## src/rtl/sfr_pkg.sv

```systemverilog
// ----------------------------------------------------------------------------
// Stuffed frame receiver package
// Types and codes shared by the deframer modules.
// ----------------------------------------------------------------------------
package sfr_pkg;

  localparam logic [2:0] PH_HUNT    = 3'd0;
  localparam logic [2:0] PH_FLAG    = 3'd1;
  localparam logic [2:0] PH_ADDR    = 3'd2;
  localparam logic [2:0] PH_CTRL    = 3'd3;
  localparam logic [2:0] PH_PAYLOAD = 3'd4;
  localparam logic [2:0] PH_ESCAPE  = 3'd5;

  localparam logic [2:0] EV_PAYLOAD   = 3'd0;
  localparam logic [2:0] EV_GOOD_NEW  = 3'd1;
  localparam logic [2:0] EV_GOOD_DUP  = 3'd2;
  localparam logic [2:0] EV_BAD_CHECK = 3'd3;
  localparam logic [2:0] EV_BAD_ESC   = 3'd4;

  localparam logic [2:0] REG_FLAG     = 3'd0;
  localparam logic [2:0] REG_ADDRESS  = 3'd1;
  localparam logic [2:0] REG_ESCAPE   = 3'd2;
  localparam logic [2:0] REG_ESC_FLAG = 3'd3;
  localparam logic [2:0] REG_ESC_ESC  = 3'd4;
  localparam logic [2:0] REG_CTRL0    = 3'd5;
  localparam logic [2:0] REG_CTRL1    = 3'd6;

  typedef struct packed {
    logic [7:0] flag_value;
    logic [7:0] address_value;
    logic [7:0] escape_value;
    logic [7:0] escaped_flag_code;
    logic [7:0] escaped_escape_code;
    logic [7:0] control_seq0;
    logic [7:0] control_seq1;
  } cfg_t;

  typedef struct packed {
    logic [2:0] phase;
    logic       current_seq;
    logic [7:0] control_seen;
    logic [7:0] held_byte;
    logic       held_valid;
    logic [7:0] running_xor;
    logic       expected_seq;
    logic       emitted_any;
  } state_t;

  typedef struct packed {
    logic [2:0] event_kind;
    logic [7:0] payload_byte;
    logic       frame_sequence;
    logic       reply_sequence;
  } result_t;

endpackage

```

## src/rtl/stuffed_frame_receiver_unit.sv

```systemverilog
// ----------------------------------------------------------------------------
// Stuffed frame receiver unit
// Byte-stuffed frame deframer with header check, payload XOR check and
// sequence tracking.
//
//   Channel  Direction  Contents
//   s_axis   in         tdata[7:0] rx_byte
//   m_axis   out        tuser event_kind; tdata payload, sequences
//   cfg      in         write enable, register index, 8-bit data
//
// One byte is accepted per cycle while s_axis_tready is high; its state update
// is a single registered step. An output register plus one skid entry hold
// results, a result going to the skid entry only while the output is stalled;
// s_axis_tready falls only when both are occupied by a stalled output.
// Reset clears the frame state and loads the default register values.
// ----------------------------------------------------------------------------
module stuffed_frame_receiver_unit (
  input  logic        clk,
  input  logic        rst,
  input  logic        s_axis_tvalid,
  output logic        s_axis_tready,
  input  logic [7:0]  s_axis_tdata,   // [7:0] rx_byte
  output logic        m_axis_tvalid,
  input  logic        m_axis_tready,
  output logic [15:0] m_axis_tdata,   // [7:0] payload_byte, [8] frame_sequence,
                                      // [9] reply_sequence, [15:10] zero
  output logic [2:0]  m_axis_tuser,   // [2:0] event_kind
  input  logic        cfg_we,
  input  logic [2:0]  cfg_index,
  input  logic [7:0]  cfg_data
);
  import sfr_pkg::*;

  cfg_t    cfg;
  state_t  state;
  state_t  state_next;
  logic    res_valid;
  result_t res;
  result_t out_res;
  logic    accept;

  assign accept = s_axis_tvalid && s_axis_tready;

  always_ff @(posedge clk) begin
    if (rst) begin
      cfg.flag_value          <= 8'd126;
      cfg.address_value       <= 8'd3;
      cfg.escape_value        <= 8'd125;
      cfg.escaped_flag_code   <= 8'd94;
      cfg.escaped_escape_code <= 8'd93;
      cfg.control_seq0        <= 8'd0;
      cfg.control_seq1        <= 8'd64;
    end else if (cfg_we) begin
      case (cfg_index)
        REG_FLAG:     cfg.flag_value          <= cfg_data;
        REG_ADDRESS:  cfg.address_value       <= cfg_data;
        REG_ESCAPE:   cfg.escape_value        <= cfg_data;
        REG_ESC_FLAG: cfg.escaped_flag_code   <= cfg_data;
        REG_ESC_ESC:  cfg.escaped_escape_code <= cfg_data;
        REG_CTRL0:    cfg.control_seq0        <= cfg_data;
        REG_CTRL1:    cfg.control_seq1        <= cfg_data;
        default: begin
        end
      endcase
    end
  end

  sfr_step u_step (
    .cfg        (cfg),
    .state      (state),
    .rx_byte    (s_axis_tdata),
    .state_next (state_next),
    .res_valid  (res_valid),
    .res        (res)
  );

  always_ff @(posedge clk) begin
    if (rst) begin
      state <= '0;
    end else if (accept) begin
      state <= state_next;
    end
  end

  sfr_skid u_skid (
    .clk       (clk),
    .rst       (rst),
    .in_valid  (accept && res_valid),
    .in_data   (res),
    .in_ready  (s_axis_tready),
    .out_valid (m_axis_tvalid),
    .out_data  (out_res),
    .out_ready (m_axis_tready)
  );

  assign m_axis_tuser = out_res.event_kind;
  assign m_axis_tdata = {6'd0, out_res.reply_sequence, out_res.frame_sequence,
                         out_res.payload_byte};

endmodule

```

## src/rtl/sfr_step.sv

```systemverilog
// ----------------------------------------------------------------------------
// Stuffed frame receiver step logic
// Next state and optional result for one received byte.
// ----------------------------------------------------------------------------
module sfr_step (
  input  sfr_pkg::cfg_t    cfg,
  input  sfr_pkg::state_t  state,
  input  logic [7:0]       rx_byte,
  output sfr_pkg::state_t  state_next,
  output logic             res_valid,
  output sfr_pkg::result_t res
);
  import sfr_pkg::*;

  logic       take;
  logic [7:0] data_byte;
  logic       good;

  assign good = (state.running_xor == 8'd0) && state.emitted_any;

  always_comb begin
    state_next         = state;
    res_valid          = 1'b0;
    res.event_kind     = EV_PAYLOAD;
    res.payload_byte   = 8'd0;
    res.frame_sequence = state.current_seq;
    res.reply_sequence = ~state.current_seq;
    take               = 1'b0;
    data_byte          = rx_byte;
    case (state.phase)
      PH_FLAG: begin
        if (rx_byte == cfg.address_value) begin
          state_next.phase = PH_ADDR;
        end else if (rx_byte == cfg.flag_value) begin
          state_next.phase = PH_FLAG;
        end else begin
          state_next.phase = PH_HUNT;
        end
      end
      PH_ADDR: begin
        if (rx_byte == cfg.control_seq0 || rx_byte == cfg.control_seq1) begin
          state_next.current_seq  = (rx_byte != cfg.control_seq0);
          state_next.control_seen = rx_byte;
          state_next.phase        = PH_CTRL;
        end else if (rx_byte == cfg.flag_value) begin
          state_next.phase = PH_FLAG;
        end else begin
          state_next.phase = PH_HUNT;
        end
      end
      PH_CTRL: begin
        if (rx_byte == (cfg.address_value ^ state.control_seen)) begin
          state_next.phase       = PH_PAYLOAD;
          state_next.held_byte   = 8'd0;
          state_next.held_valid  = 1'b0;
          state_next.running_xor = 8'd0;
          state_next.emitted_any = 1'b0;
        end else begin
          state_next.phase = PH_HUNT;
        end
      end
      PH_PAYLOAD: begin
        if (rx_byte == cfg.flag_value) begin
          res_valid        = 1'b1;
          state_next.phase = PH_HUNT;
          if (good && (state.current_seq == state.expected_seq)) begin
            res.event_kind          = EV_GOOD_NEW;
            state_next.expected_seq = ~state.expected_seq;
          end else if (good) begin
            res.event_kind = EV_GOOD_DUP;
          end else begin
            res.event_kind = EV_BAD_CHECK;
          end
        end else if (rx_byte == cfg.escape_value) begin
          state_next.phase = PH_ESCAPE;
        end else begin
          take = 1'b1;
        end
      end
      PH_ESCAPE: begin
        if (rx_byte == cfg.escaped_flag_code) begin
          state_next.phase = PH_PAYLOAD;
          take             = 1'b1;
          data_byte        = cfg.flag_value;
        end else if (rx_byte == cfg.escaped_escape_code) begin
          state_next.phase = PH_PAYLOAD;
          take             = 1'b1;
          data_byte        = cfg.escape_value;
        end else begin
          res_valid        = 1'b1;
          res.event_kind   = EV_BAD_ESC;
          state_next.phase = PH_HUNT;
        end
      end
      default: begin
        state_next.phase = (rx_byte == cfg.flag_value) ? PH_FLAG : PH_HUNT;
      end
    endcase
    if (take) begin
      if (state.held_valid) begin
        res_valid              = 1'b1;
        res.event_kind         = EV_PAYLOAD;
        res.payload_byte       = state.held_byte;
        state_next.emitted_any = 1'b1;
      end
      state_next.held_byte   = data_byte;
      state_next.held_valid  = 1'b1;
      state_next.running_xor = state.running_xor ^ data_byte;
    end
  end

endmodule

```

## src/rtl/sfr_skid.sv

```systemverilog
// ----------------------------------------------------------------------------
// Stuffed frame receiver output buffer
// Output register with a skid stage; input is refused only while the skid is full.
// ----------------------------------------------------------------------------
module sfr_skid (
  input  logic             clk,
  input  logic             rst,
  input  logic             in_valid,
  input  sfr_pkg::result_t in_data,
  output logic             in_ready,
  output logic             out_valid,
  output sfr_pkg::result_t out_data,
  input  logic             out_ready
);
  import sfr_pkg::*;

  logic    skid_valid;
  result_t skid_data;

  assign in_ready = ~skid_valid;

  always_ff @(posedge clk) begin
    if (rst) begin
      out_valid  <= 1'b0;
      skid_valid <= 1'b0;
    end else if (out_valid && !out_ready) begin
      if (in_valid && in_ready) begin
        skid_valid <= 1'b1;
        skid_data  <= in_data;
      end
    end else if (skid_valid) begin
      out_valid  <= 1'b1;
      out_data   <= skid_data;
      skid_valid <= 1'b0;
    end else begin
      out_valid <= in_valid;
      out_data  <= in_data;
    end
  end

endmodule

```

## config.mk

```make
export PLATFORM = sky130hd
export DESIGN_NAME = stuffed_frame_receiver_unit
export DESIGN_NICKNAME = d
export VERILOG_FILES = /design/src/rtl/sfr_pkg.sv /design/src/rtl/stuffed_frame_receiver_unit.sv /design/src/rtl/sfr_step.sv /design/src/rtl/sfr_skid.sv
export SDC_FILE = /design/constraint.sdc
export NUM_CORES = 1
export LEC_CHECK = 0
export BUFFER_PORTS_ARGS = -buffer_cell sky130_fd_sc_hd__clkbuf_2
export CAP_MARGIN = 30
export CORE_MARGIN = 8
export CORE_UTILIZATION = 55
export CTS_BUF_LIST = sky130_fd_sc_hd__clkbuf_8
export CTS_CLUSTER_SIZE = 10
export DETAILED_ROUTE_END_ITERATION = 10
export PLACE_DENSITY = 0.75
export SYNTH_ARGS = -nofsm -noshare
export SYNTH_HDL_FRONTEND = slang
export SYNTH_HIERARCHICAL = 1
export SYNTH_SLANG_ARGS = --single-unit
```

## constraint.sdc

```tcl
create_clock -name clk -period 3.8 [get_ports clk]
set_clock_uncertainty 0.2 [all_clocks]
set_input_delay 0.38 -clock clk [delete_from_list [all_inputs] [get_ports clk]]
set_output_delay 0.38 -clock clk [all_outputs]
set_load 0.01 [all_outputs]
```

==> results.cfg, run 1 <==
[place]
dp.cells = 800
dp_hpwl_um = 10400
placed_cell_area_sq_um = 6580
gp_congestion = 0.915
io_buffers = 38

[min_path]
hold_class = in -> reg
hold_path_depth = 3
min_from = cfg_data[5]
hold_path_end = cfg[53]$_SDFFE_PP1P_

[timing]
slew_violations = 0
finalSetupViolCount = 0
timing.fmax_ghz = 0.350
period_needed_ns = 2.85
worst_pin_slew_ns = 1.00
period_share_pct = 75.1
timing.hold.ws_ns = 0.0399
hold_violations = 0
slew_headroom_pct = 33.0
setup_tns_ns = 0
rsz0062_at_grt = no

[detailed_routing]
wl_um = 14500
drt-initial-drc-count = 421
firstDrtPassIters = 5
vias = 4756
viasPerCell = 5.72
drc = 0
wire_per_inst_um = 17.4
ant_nets = 0

[setup_path]
r2r.worst_path.cells = 9
worstPathCellList = xor2_1 -> nor4_2 -> a21bo_1 -> or3b_4 -> nand2_1 -> a22o_1 -> and3_1 -> nor4b_2 -> buf_4
critPathMaxFanout = 13
critical-path-slowest-cell = dfxtp_1
worst_setup_path_start_kind = flop
r2r_end = u_skid/skid_data[8]$_DFFE_PP_
cp_num_buf_inv = 1
r2r_slack_ns = 0.95
criticalPathCategory = reg -> reg
cpPeakStageDelay_ns = 0.46
timing.rr.start = cfg[49]$_SDFFE_PP1P_
crit_required_ns = 3.74
endpoint_kind = flop
critPathTopFamily = simple AND/OR/NAND/NOR gates
startpoint = cfg[49]$_SDFFE_PP1P_
arrival_ns = 2.80

[job]
cap_viol_max_count = 0

[power]
clock_power_share_pct = 46.6
power_density_nw_per_um2 = 389
leakagePower_nw = 2.81
power_frac_seq_pct = 46.8
p_sw_w = 0.000629
power.share.combinational_pct = 6.6
p_int_w = 0.00210
ir_drop_mv = 0.286
switching_share_pct = 23.0

[finish]
final_cell_area_sq_um = 7020
area_growth_pct = 8.34
multi_input_area_sq_um = 3540
fillers = 932
num-nets-final = 701
final_cell_count_no_fill = 832
drive_gt1_share_pct = 21.9
n_antenna_cell = 0
seq_area_sq_um = 2560

[clock_tree]
htree_levels = 4
clk_pin_slew_ns = 0.07
clk_path_buf_depth = 2
postCtsHoldBufs = 0
root_buffer = clkbuf_8
cts_resized = 0
postCtsSetupBuffers = 0
cts_tree = done
cts_buffers = 17
worstSkewPairLatency_ns = 0.44
clock_sinks = 115

[global_routing]
grt_use_total_pct = 18.6
grt_overflow = 0
grt_first_pass_wirelength_um = 23300
antenna_found_initial = 0
grt_max_degree = 107
first_global_vias = 4557

[logic_synthesis]
synth_area_sq_um = 6480
synth-seq-cells = 115
synthArstFlopShare_pct = 0
synth.distinct_cells = 59
syn_area_per_cell_sq_um = 9.73
synth_largest_area_cell = dfxtp_1
synth_area_leaders = dfxtp_1, edfxtp_1, mux2i_1
syn_inst = 666
ys_seq_area_share_pct = 39.5
synth_top_area_share_pct = 27.5
synth_warnings = 6
synthFlopType = dfxtp_1
synth-edff-count = 26

[floorplanning]
ios = 45
fp.dieArea_sq_um = 15500
core-area_sq_um = 11500
dieWidth_um = 125
core.rowCount = 39
initial_core_util_pct = 56.5
die_h_um = 125

[run_status]
outcome = complete, no violations
[metrics by stage]
stage | power [W] | worst slack (ns) | util, %
floorplan | 0.00144 | 0.656 | -
global placement | 0.00148 | 0.808 | 57.3
detailed placement | 0.00148 | 0.729 | 57.3
CTS | 0.00275 | 0.961 | 61.2
global route | 0.00283 | 0.782 | 61.2
finish | 0.00273 | 0.947 | 61.2
[layout by cell type (no fill, tap or decap), types with 3 or more instances in the layout]
cell type / count
a21bo_2: 31
a21oi_1: 34
a22oi_1: 8
and2_1: 9
and3_1: 4
buf_4: 4
bufinv_16: 5
clkbuf_2: 38
clkbuf_8: 17
clkinv_2: 4
clkinvlp_4: 3
conb_1: 6
dfxtp_1: 89
edfxtp_1: 26
inv_1: 12
mux2_2: 14
mux2_4: 7
mux2i_1: 64
nand2_1: 19
nand2b_1: 43
nand3_1: 34
nand4_1: 8
nand4b_1: 4
nor2_1: 62
nor3_1: 13
nor4_1: 5
nor4_2: 4
o21ai_1: 8
o21ai_2: 9
xnor2_1: 16
xor2_1: 49
[Yosys cell counts, types with 2 or more instances]
cell,instances
o21a_1,2
o31a_1,2
o21ai_2,9
nand4_1,8
mux2_4,7
mux2_2,14
and4b_1,2
dfxtp_1,89
a22oi_1,8
nor3_1,13
a21oi_1,34
o22ai_1,2
nor2_1,62
nand2_1,19
o21ai_1,8
inv_1,13
buf_2,6
nor4_1,5
xnor2_1,16
nor4_2,4
nand4b_1,4
buf_6,7
nand2b_1,43
clkbuf_1,30
xor2_1,49
and3_1,4
and2_1,9
mux2i_1,64
a21bo_2,31
nand4bb_1,2
nor2b_1,2
buf_12,2
nand3_1,34
buf_4,12
edfxtp_1,26
[cell type report]
type	instances	area share, %
Timing Repair Buffer	43	3.42
Multi-Input combinational cell	486	50.5
Clock buffer	17	3.33
Inverter	13	0.695
Tap cell	143	2.55
Clock inverter	15	3.05
Sequential cell	115	36.5
[how the worst max path moves through the flow]
stage / to / slack (ns) / depth (start not counted)
6_report: u_skid/skid_data[8]$_DFFE_PP_ / 0.95 / 9
5_1_grt: u_skid/skid_data[8]$_DFFE_PP_ / 0.78 / 9
4_1_cts: u_skid/skid_data[8]$_DFFE_PP_ / 0.96 / 9
3_5_place_dp: u_skid/skid_data[9]$_DFFE_PP_ / 0.73 / 10
3_3_place_gp: u_skid/skid_data[3]$_DFFE_PP_ / 0.81 / 10
2_1_floorplan: u_skid/skid_data[0]$_DFFE_PP_ / 0.66 / 9
[state kept, by name, summed over array words and instances, names as in the netlist]
signal and count:
cfg 56, state 31, u_skid/out_data 13, u_skid/skid_data 13, u_skid/out_valid 1, u_skid/skid_valid 1
[routing by layer]
metal,track usage (%),vias up,share of wire [%]
met2,29.4,161,46
met4,8.15,0,2.5
met5,0,-,0
li1,-,2321,-
met3,6.00,32,7.3
met1,22.7,2242,44
[cell families after synthesis]
family                     share of synthesized area, %
and+or+nand+nor                                    18.8
DFF                                                39.5
AOI/OAI and AO/OA                                  12.6
muxes                                              13.9
buffers and inverters                              6.18
xor gates and xnor gates                           8.78
adders and majority gates                         0.193
other                                            0.0578
[power by group through the flow]
stage | combinational, W | clock, W | sequential (W)
3_5_place_dp | 0.000176 | 0 | 0.00131
5_1_grt | 0.000195 | 0.00135 | 0.00128
4_1_cts | 0.000177 | 0.00130 | 0.00128
6_report | 0.000180 | 0.00127 | 0.00128
2_1_floorplan | 0.000138 | 0 | 0.00130
3_3_place_gp | 0.000171 | 0 | 0.00131
[worst reg2reg max path, delay by kind of cell, from the launching register on]
kind | cells | cell delay (ns)
buffers and inverters | 1 | 0.25
flip-flops | 1 | 0.46
XOR/XNOR | 1 | 0.20
AO/OA/AOI/OAI | 2 | 0.43
AND/OR/NAND/NOR | 5 | 1.01
Power figures use the tool's default switching activity.
==> run 2, diff against run 1 <==
--- a/config.mk
+++ b/config.mk
@@ -5,6 +5,7 @@
 export SDC_FILE = /design/constraint.sdc
 export NUM_CORES = 1
 export LEC_CHECK = 0
+export ABC_AREA = 1
 export BUFFER_PORTS_ARGS = -buffer_cell sky130_fd_sc_hd__clkbuf_2
 export CAP_MARGIN = 30
 export CORE_MARGIN = 8
@@ -12,7 +13,7 @@
 export CTS_BUF_LIST = sky130_fd_sc_hd__clkbuf_8
 export CTS_CLUSTER_SIZE = 10
 export DETAILED_ROUTE_END_ITERATION = 10
-export PLACE_DENSITY = 0.75
+export PLACE_DENSITY = 0.77
 export SYNTH_ARGS = -nofsm -noshare
 export SYNTH_HDL_FRONTEND = slang
 export SYNTH_HIERARCHICAL = 1
==> constraint.sdc (replaced) <==
create_clock -name clk -period 2.55 [get_ports clk]
set_clock_uncertainty 0.2 [all_clocks]
set_input_delay 0.255 -clock clk [delete_from_list [all_inputs] [get_ports clk]]
set_output_delay 0.255 -clock clk [all_outputs]
set_load 0.01 [all_outputs]
==> run 2 against run 1 <==
Net effect:
- die area rose by 0.89%
- synthesized cell count rose by 43%
- setup slack got worse by 0.71 ns
- first-iteration DRC count rose by 23%
- cell count rose by 41%
- clock power rose by 51%
- sequential power rose by 55%
- area after synthesis rose by 1.0%
- global-route usage rose by 2.9 points
- non-clock buffer count rose by 38
- design area rose by 7.1%
- largest power group unchanged
- highest routed layer unchanged
==> results.cfg, run 2 <==
[timing]
rsz0062_at_grt = no
period_share_pct = 90.9
slew_violations = 0
timing.fmax_ghz = 0.432
finalSetupViolCount = 0
hold_violations = 0
period_needed_ns = 2.32
setup_tns_ns = 0

[floorplanning]
dieWidth_um = 125
die_h_um = 125
core-area_sq_um = 11800
core.rowCount = 40
fp.dieArea_sq_um = 15700
ios = 45
initial_core_util_pct = 55.4

[clock_tree]
clock_sinks = 115
clk_path_buf_depth = 2
htree_levels = 4
worstSkewPairLatency_ns = 0.45
root_buffer = clkbuf_8
cts_tree = done
clk_pin_slew_ns = 0.07
cts_buffers = 17

[logic_synthesis]
synthArstFlopShare_pct = 0
syn_area_per_cell_sq_um = 6.88
synth_largest_area_cell = dfxtp_1
synth-edff-count = 26
yosysMostFrequentCell = nand2_1
ys_seq_area_share_pct = 39.1
synth.distinct_cells = 41
synth_warnings = 6
synth_area_sq_um = 6550
synth_area_leaders = dfxtp_1, nand2_1, edfxtp_1
synthFlopType = dfxtp_1
syn_inst = 952
synth_top_area_share_pct = 27.2
synth-seq-cells = 115
netlist_top_cells_count = nand2_1, nor2_1, nand3_1, dfxtp_1, inv_1

[setup_path]
critPathMaxFanout = 13
criticalPathCategory = reg -> reg
worst_setup_path_start_kind = flop
endpoint_kind = flop
arrival_ns = 2.28
crit_required_ns = 2.52

[finish]
n_antenna_cell = 0
final_cell_mix = nand2_1, nor2_1, nand3_1
seq_area_sq_um = 2560
fillers = 1036
area_growth_pct = 14.9
top_regs = cfg (56), state (31)
layout_commonest_cell = nand2_1
final_cell_area_sq_um = 7520
multi_input_area_sq_um = 3420
drive_gt1_share_pct = 15.6
largest_reg_flops = 56
regMostFlops = cfg
num-nets-final = 1041

[place]
dp_hpwl_um = 12100
placed_cell_area_sq_um = 6960
io_buffers = 38
gp_congestion = 0.977

[detailed_routing]
vias = 6109
drc = 0
drt-initial-drc-count = 516
wl_um = 16600
viasPerCell = 5.19
wire_per_inst_um = 14.1
ant_nets = 0
firstDrtPassIters = 5

[power]
ir_drop_mv = 0.436
leakagePower_nw = 3.64
power_density_nw_per_um2 = 593

[global_routing]
grt_use_total_pct = 21.5
grt_max_degree = 88
antenna_found_initial = 0
grt_overflow = 0
first_global_vias = 5565
grt_first_pass_wirelength_um = 27200

[run_status]
outcome = complete, no violations

[job]
cap_viol_max_count = 0

[min_path]
hold_class = in -> reg
run 2: changes by cell type in the layout (fill, tap and decap cells not counted), sizes merged, moves of 35 or more:
cell	delta
nand2b	-43
mux2i	-63
nor2	+107
xor2	-39
o21ai	+35
nand2	+294
nand3	+73
inv	+71
run 2: area by class of cell:
type / instances / area share, %
multi-input combinational: 718 / 45.4
sequential: 115 / 34.1
timing repair buffer: 81 / 7.88
inverter: 83 / 4.27
clock buffer: 17 / 3.11
clock inverter: 15 / 2.84
tap: 147 / 2.44
run 2: per-stage QoR:
| step | total power, W | util, % | instances | setup slack [ns] | hold slack, ns |
|---|---|---|---|---|---|
| after floorplan | 0.00242 | - | 957 | 0.00259 | 0.168 |
| after global placement | 0.00255 | 58.7 | 1133 | 0.114 | 0.263 |
| after detailed placement | 0.00256 | 58.9 | 1134 | 0.0631 | 0.267 |
| after CTS | 0.00448 | 63.5 | 1175 | 0.170 | 0.0437 |
| after global routing | 0.00464 | 63.7 | 1176 | 0.0361 | 0.0760 |
| final | 0.00446 | 63.7 | 1176 | 0.233 | 0.0627 |
run 2: logic make-up (layout without fill, tap and decap cells):
logic type,count (synthesis),in the layout,synth area share (%)
xor+xnor,33,33,4.64
mux,1,1,0.153
buf+inv,124,196,9.23
compound gates,63,63,5.60
flops,115,115,39.1
simple gates,614,614,41.0
other cells,1,6,0.0573
fa+ha+maj,1,1,0.191
run 2: path summary, 6_finish.rpt:
kind / start / slack, ns / endpoint / cells past startpoint
hold / removal: cfg_index[2] / 0.06 / cfg[48]$_SDFFE_PP0P_ / 5
setup / recovery: cfg[52]$_SDFFE_PP1P_ / 0.23 / u_skid/skid_data[8]$_DFFE_PP_ / 12
setup reg to reg: cfg[52]$_SDFFE_PP1P_ / 0.23 / u_skid/skid_data[8]$_DFFE_PP_ / 12
hold reg to reg: cfg[25]$_SDFFE_PP1P_ / 0.29 / cfg[25]$_SDFFE_PP1P_ / 2
run 2: what timing repair did:
item / in CTS / in global routing
hold endpoints to repair: 27 / 0
setup buffers: 0 / 1
hold buffers: 9 / 0
setup endpoints to repair: 0 / 19
resized for setup: 0 / 2
run 2: metal layers:
layer / GRT usage (%) / part of all wire, % / vias up
met5: 0 / 0 / -
met4: 8.88 / 2.1 / 0
met3: 5.74 / 7.6 / 29
met2: 34.2 / 46 / 213
met1: 27.1 / 45 / 2734
li1: - / - / 3133
run 2: where the power goes:
group	internal, W	switching [W]	leakage (nW)
registers	0.00193	0.0000611	0.964
logic	0.000207	0.000347	2.45
clock network	0.00115	0.000765	0.225
run 2: critical path, stage by stage (launching register included):
cell	delay [ns]
dfxtp_1	0.44
xnor2_1	0.18
nand2_1	0.08
nor2_1	0.13
nand2_1	0.10
nor2_1	0.13
o21ai_0	0.12
o21ai_2	0.07
inv_1	0.05
nor2_2	0.13
nand2_1	0.10
nor2_4	0.14
buf_12	0.15
==> run 3, diff against run 2 <==
--- a/config.mk
+++ b/config.mk
@@ -13,7 +13,8 @@
 export CTS_BUF_LIST = sky130_fd_sc_hd__clkbuf_8
 export CTS_CLUSTER_SIZE = 10
 export DETAILED_ROUTE_END_ITERATION = 10
-export PLACE_DENSITY = 0.77
+export PLACE_DENSITY = 0.75
+export SLEW_MARGIN = 20
 export SYNTH_ARGS = -nofsm -noshare
 export SYNTH_HDL_FRONTEND = slang
 export SYNTH_HIERARCHICAL = 1
==> constraint.sdc (replaced) <==
create_clock -name clk -period 2.35 [get_ports clk]
set_clock_uncertainty 0.2 [all_clocks]
set_input_delay 0.235 -clock clk [delete_from_list [all_inputs] [get_ports clk]]
set_output_delay 0.235 -clock clk [all_outputs]
set_load 0.01 [all_outputs]
==> run 3 against run 2 <==
Net effect:
- register-to-register slack worse by 0.09 ns
- design area rose by 0.95%
- largest power group unchanged
- power increased by 5.2%
- global-route usage up 0.53 points
- routed wire length grew 2.1%
- critical path depth increased by 3
==> results.cfg, run 3 (synthesis results as in run 2) <==
[clock_tree]
clk_path_buf_depth = 2
clk_pin_slew_ns = 0.07
cts_buffers = 17
postCtsSetupBuffers = 0
clock_sinks = 115
worstSkewPairLatency_ns = 0.45
htree_levels = 4
root_buffer = clkbuf_8
cts_tree = done

[detailed_routing]
vias = 6215
drt-initial-drc-count = 512
viasPerCell = 5.26
drc = 0
ant_nets = 0
wl_um = 16900
wire_per_inst_um = 14.3
firstDrtPassIters = 7

[setup_path]
arrival_ns = 2.17
critPathMaxFanout = 13
worst_setup_path_start_kind = flop
crit_required_ns = 2.31
criticalPathCategory = reg -> reg
endpoint_kind = flop

[global_routing]
first_global_vias = 5750
grt_first_pass_wirelength_um = 27900
grt_use_total_pct = 22.1
grt_overflow = 0
grt_max_degree = 88
antenna_found_initial = 0

[floorplanning]
fp.dieArea_sq_um = 15700
core.rowCount = 40
ios = 45
die_h_um = 125
initial_core_util_pct = 55.4
core-area_sq_um = 11800
dieWidth_um = 125

[timing]
hold_violations = 0
worst_pin_slew_ns = 0.517
period_share_pct = 94.0
slew_headroom_pct = 65.5
timing.fmax_ghz = 0.453
finalSetupViolCount = 0
timing.hold.ws_ns = 0.0252
slew_violations = 0
setup_ws_ns = 0.141
period_needed_ns = 2.21
rsz0062_at_grt = no

[finish]
final_cell_area_sq_um = 7600
drive_gt1_share_pct = 17.2
final_cell_mix = nand2_1, nor2_1, nand3_1
num-nets-final = 1047
area_growth_pct = 16.0
top_regs = cfg (56), state (31)
regMostFlops = cfg
n_antenna_cell = 0
largest_reg_flops = 56
fillers = 1059
layout_commonest_cell = nand2_1

[job]
cap_viol_max_count = 0

[place]
dp_hpwl_um = 12400
pre_cts_slack_ns = -0.0950
placed_cell_area_sq_um = 7070
gp_congestion = 0.979
io_buffers = 38

[min_path]
hold_class = in -> reg

[power]
ir_drop_mv = 0.585
leakagePower_nw = 3.70
power_density_nw_per_um2 = 618

[run_status]
outcome = complete, no violations
run 3: cell types whose count changed in the layout (fill, tap and decap cells not counted), sizes merged:
cell,previous run,this run
inv,83,84
buf,34,40
bufinv,5,4
run 3: path summary, 6_finish.rpt:
| path | from | to | slack (ns) | cells past startpoint |
|---|---|---|---|---|
| hold / removal | cfg_data[7] | cfg[31]$_SDFFE_PP0P_ | 0.03 | 5 |
| setup reg to reg | cfg[31]$_SDFFE_PP0P_ | u_skid/skid_data[10]$_DFFE_PP_ | 0.14 | 15 |
| hold reg to reg | state[26]$_SDFFE_PP0P_ | state[26]$_SDFFE_PP0P_ | 0.29 | 2 |
| setup / recovery | cfg[31]$_SDFFE_PP0P_ | u_skid/skid_data[10]$_DFFE_PP_ | 0.14 | 15 |
run 3: per-layer routing:
metal  part of all wire (%)  vias up  track usage [%]
met4                    2.9        0             9.74
li1                       -     3148                -
met1                     44     2808             26.9
met2                     46      219             36.0
met5                      0        -                0
met3                    7.2       40             5.74
run 3: timing repair:
| item | in CTS | in global routing |
|---|---|---|
| endpoints found under the setup margin | 0 | 26 |
| resized for setup | 0 | 13 |
| hold buffers | 9 | 0 |
| endpoints found under the hold margin | 27 | 0 |
run 3: layout make-up:
class,instances,area [sq um],area share [%]
multi-input combinational,718,3460,45.6
sequential,115,2570,33.9
inverter,83,327,4.30
clock buffer,17,234,3.08
clock inverter,15,175,2.31
timing repair buffer,87,638,8.40
tap,147,184,2.42
run 3: critical path: stages, from the launching register on:
cell     delay, ns
dfxtp_1       0.41
nand2_1       0.08
nand2_1       0.08
nand2_2       0.09
nor2_8        0.12
nand2_4       0.07
nand2_4       0.07
nand2_4       0.06
nand2_4       0.07
nand2_4       0.06
o21ai_2       0.10
inv_1         0.05
nor2_2        0.09
nand2_1       0.10
nor2_4        0.12
buf_12        0.15
run 3: power breakdown:
part | total, W | switching [W] | internal (W)
clock | 0.00192 | 0.000792 | 0.00113
combinational | 0.000619 | 0.000384 | 0.000236
sequential | 0.00216 | 0.0000661 | 0.00209
total | 0.00469 | 0.00124 | 0.00345
run 3: metrics by stage:
step | TNS (ns) | util [%] | power (W) | std cells
6_report | 0 | 64.3 | 0.00469 | 1182
2_1_floorplan | -1.05 | - | 0.00264 | 957
3_5_place_dp | -1.26 | 59.9 | 0.00280 | 1141
4_1_cts | 0 | 64.1 | 0.00471 | 1182
3_3_place_gp | -0.152 | 59.6 | 0.00278 | 1140
5_1_grt | 0 | 64.3 | 0.00489 | 1182
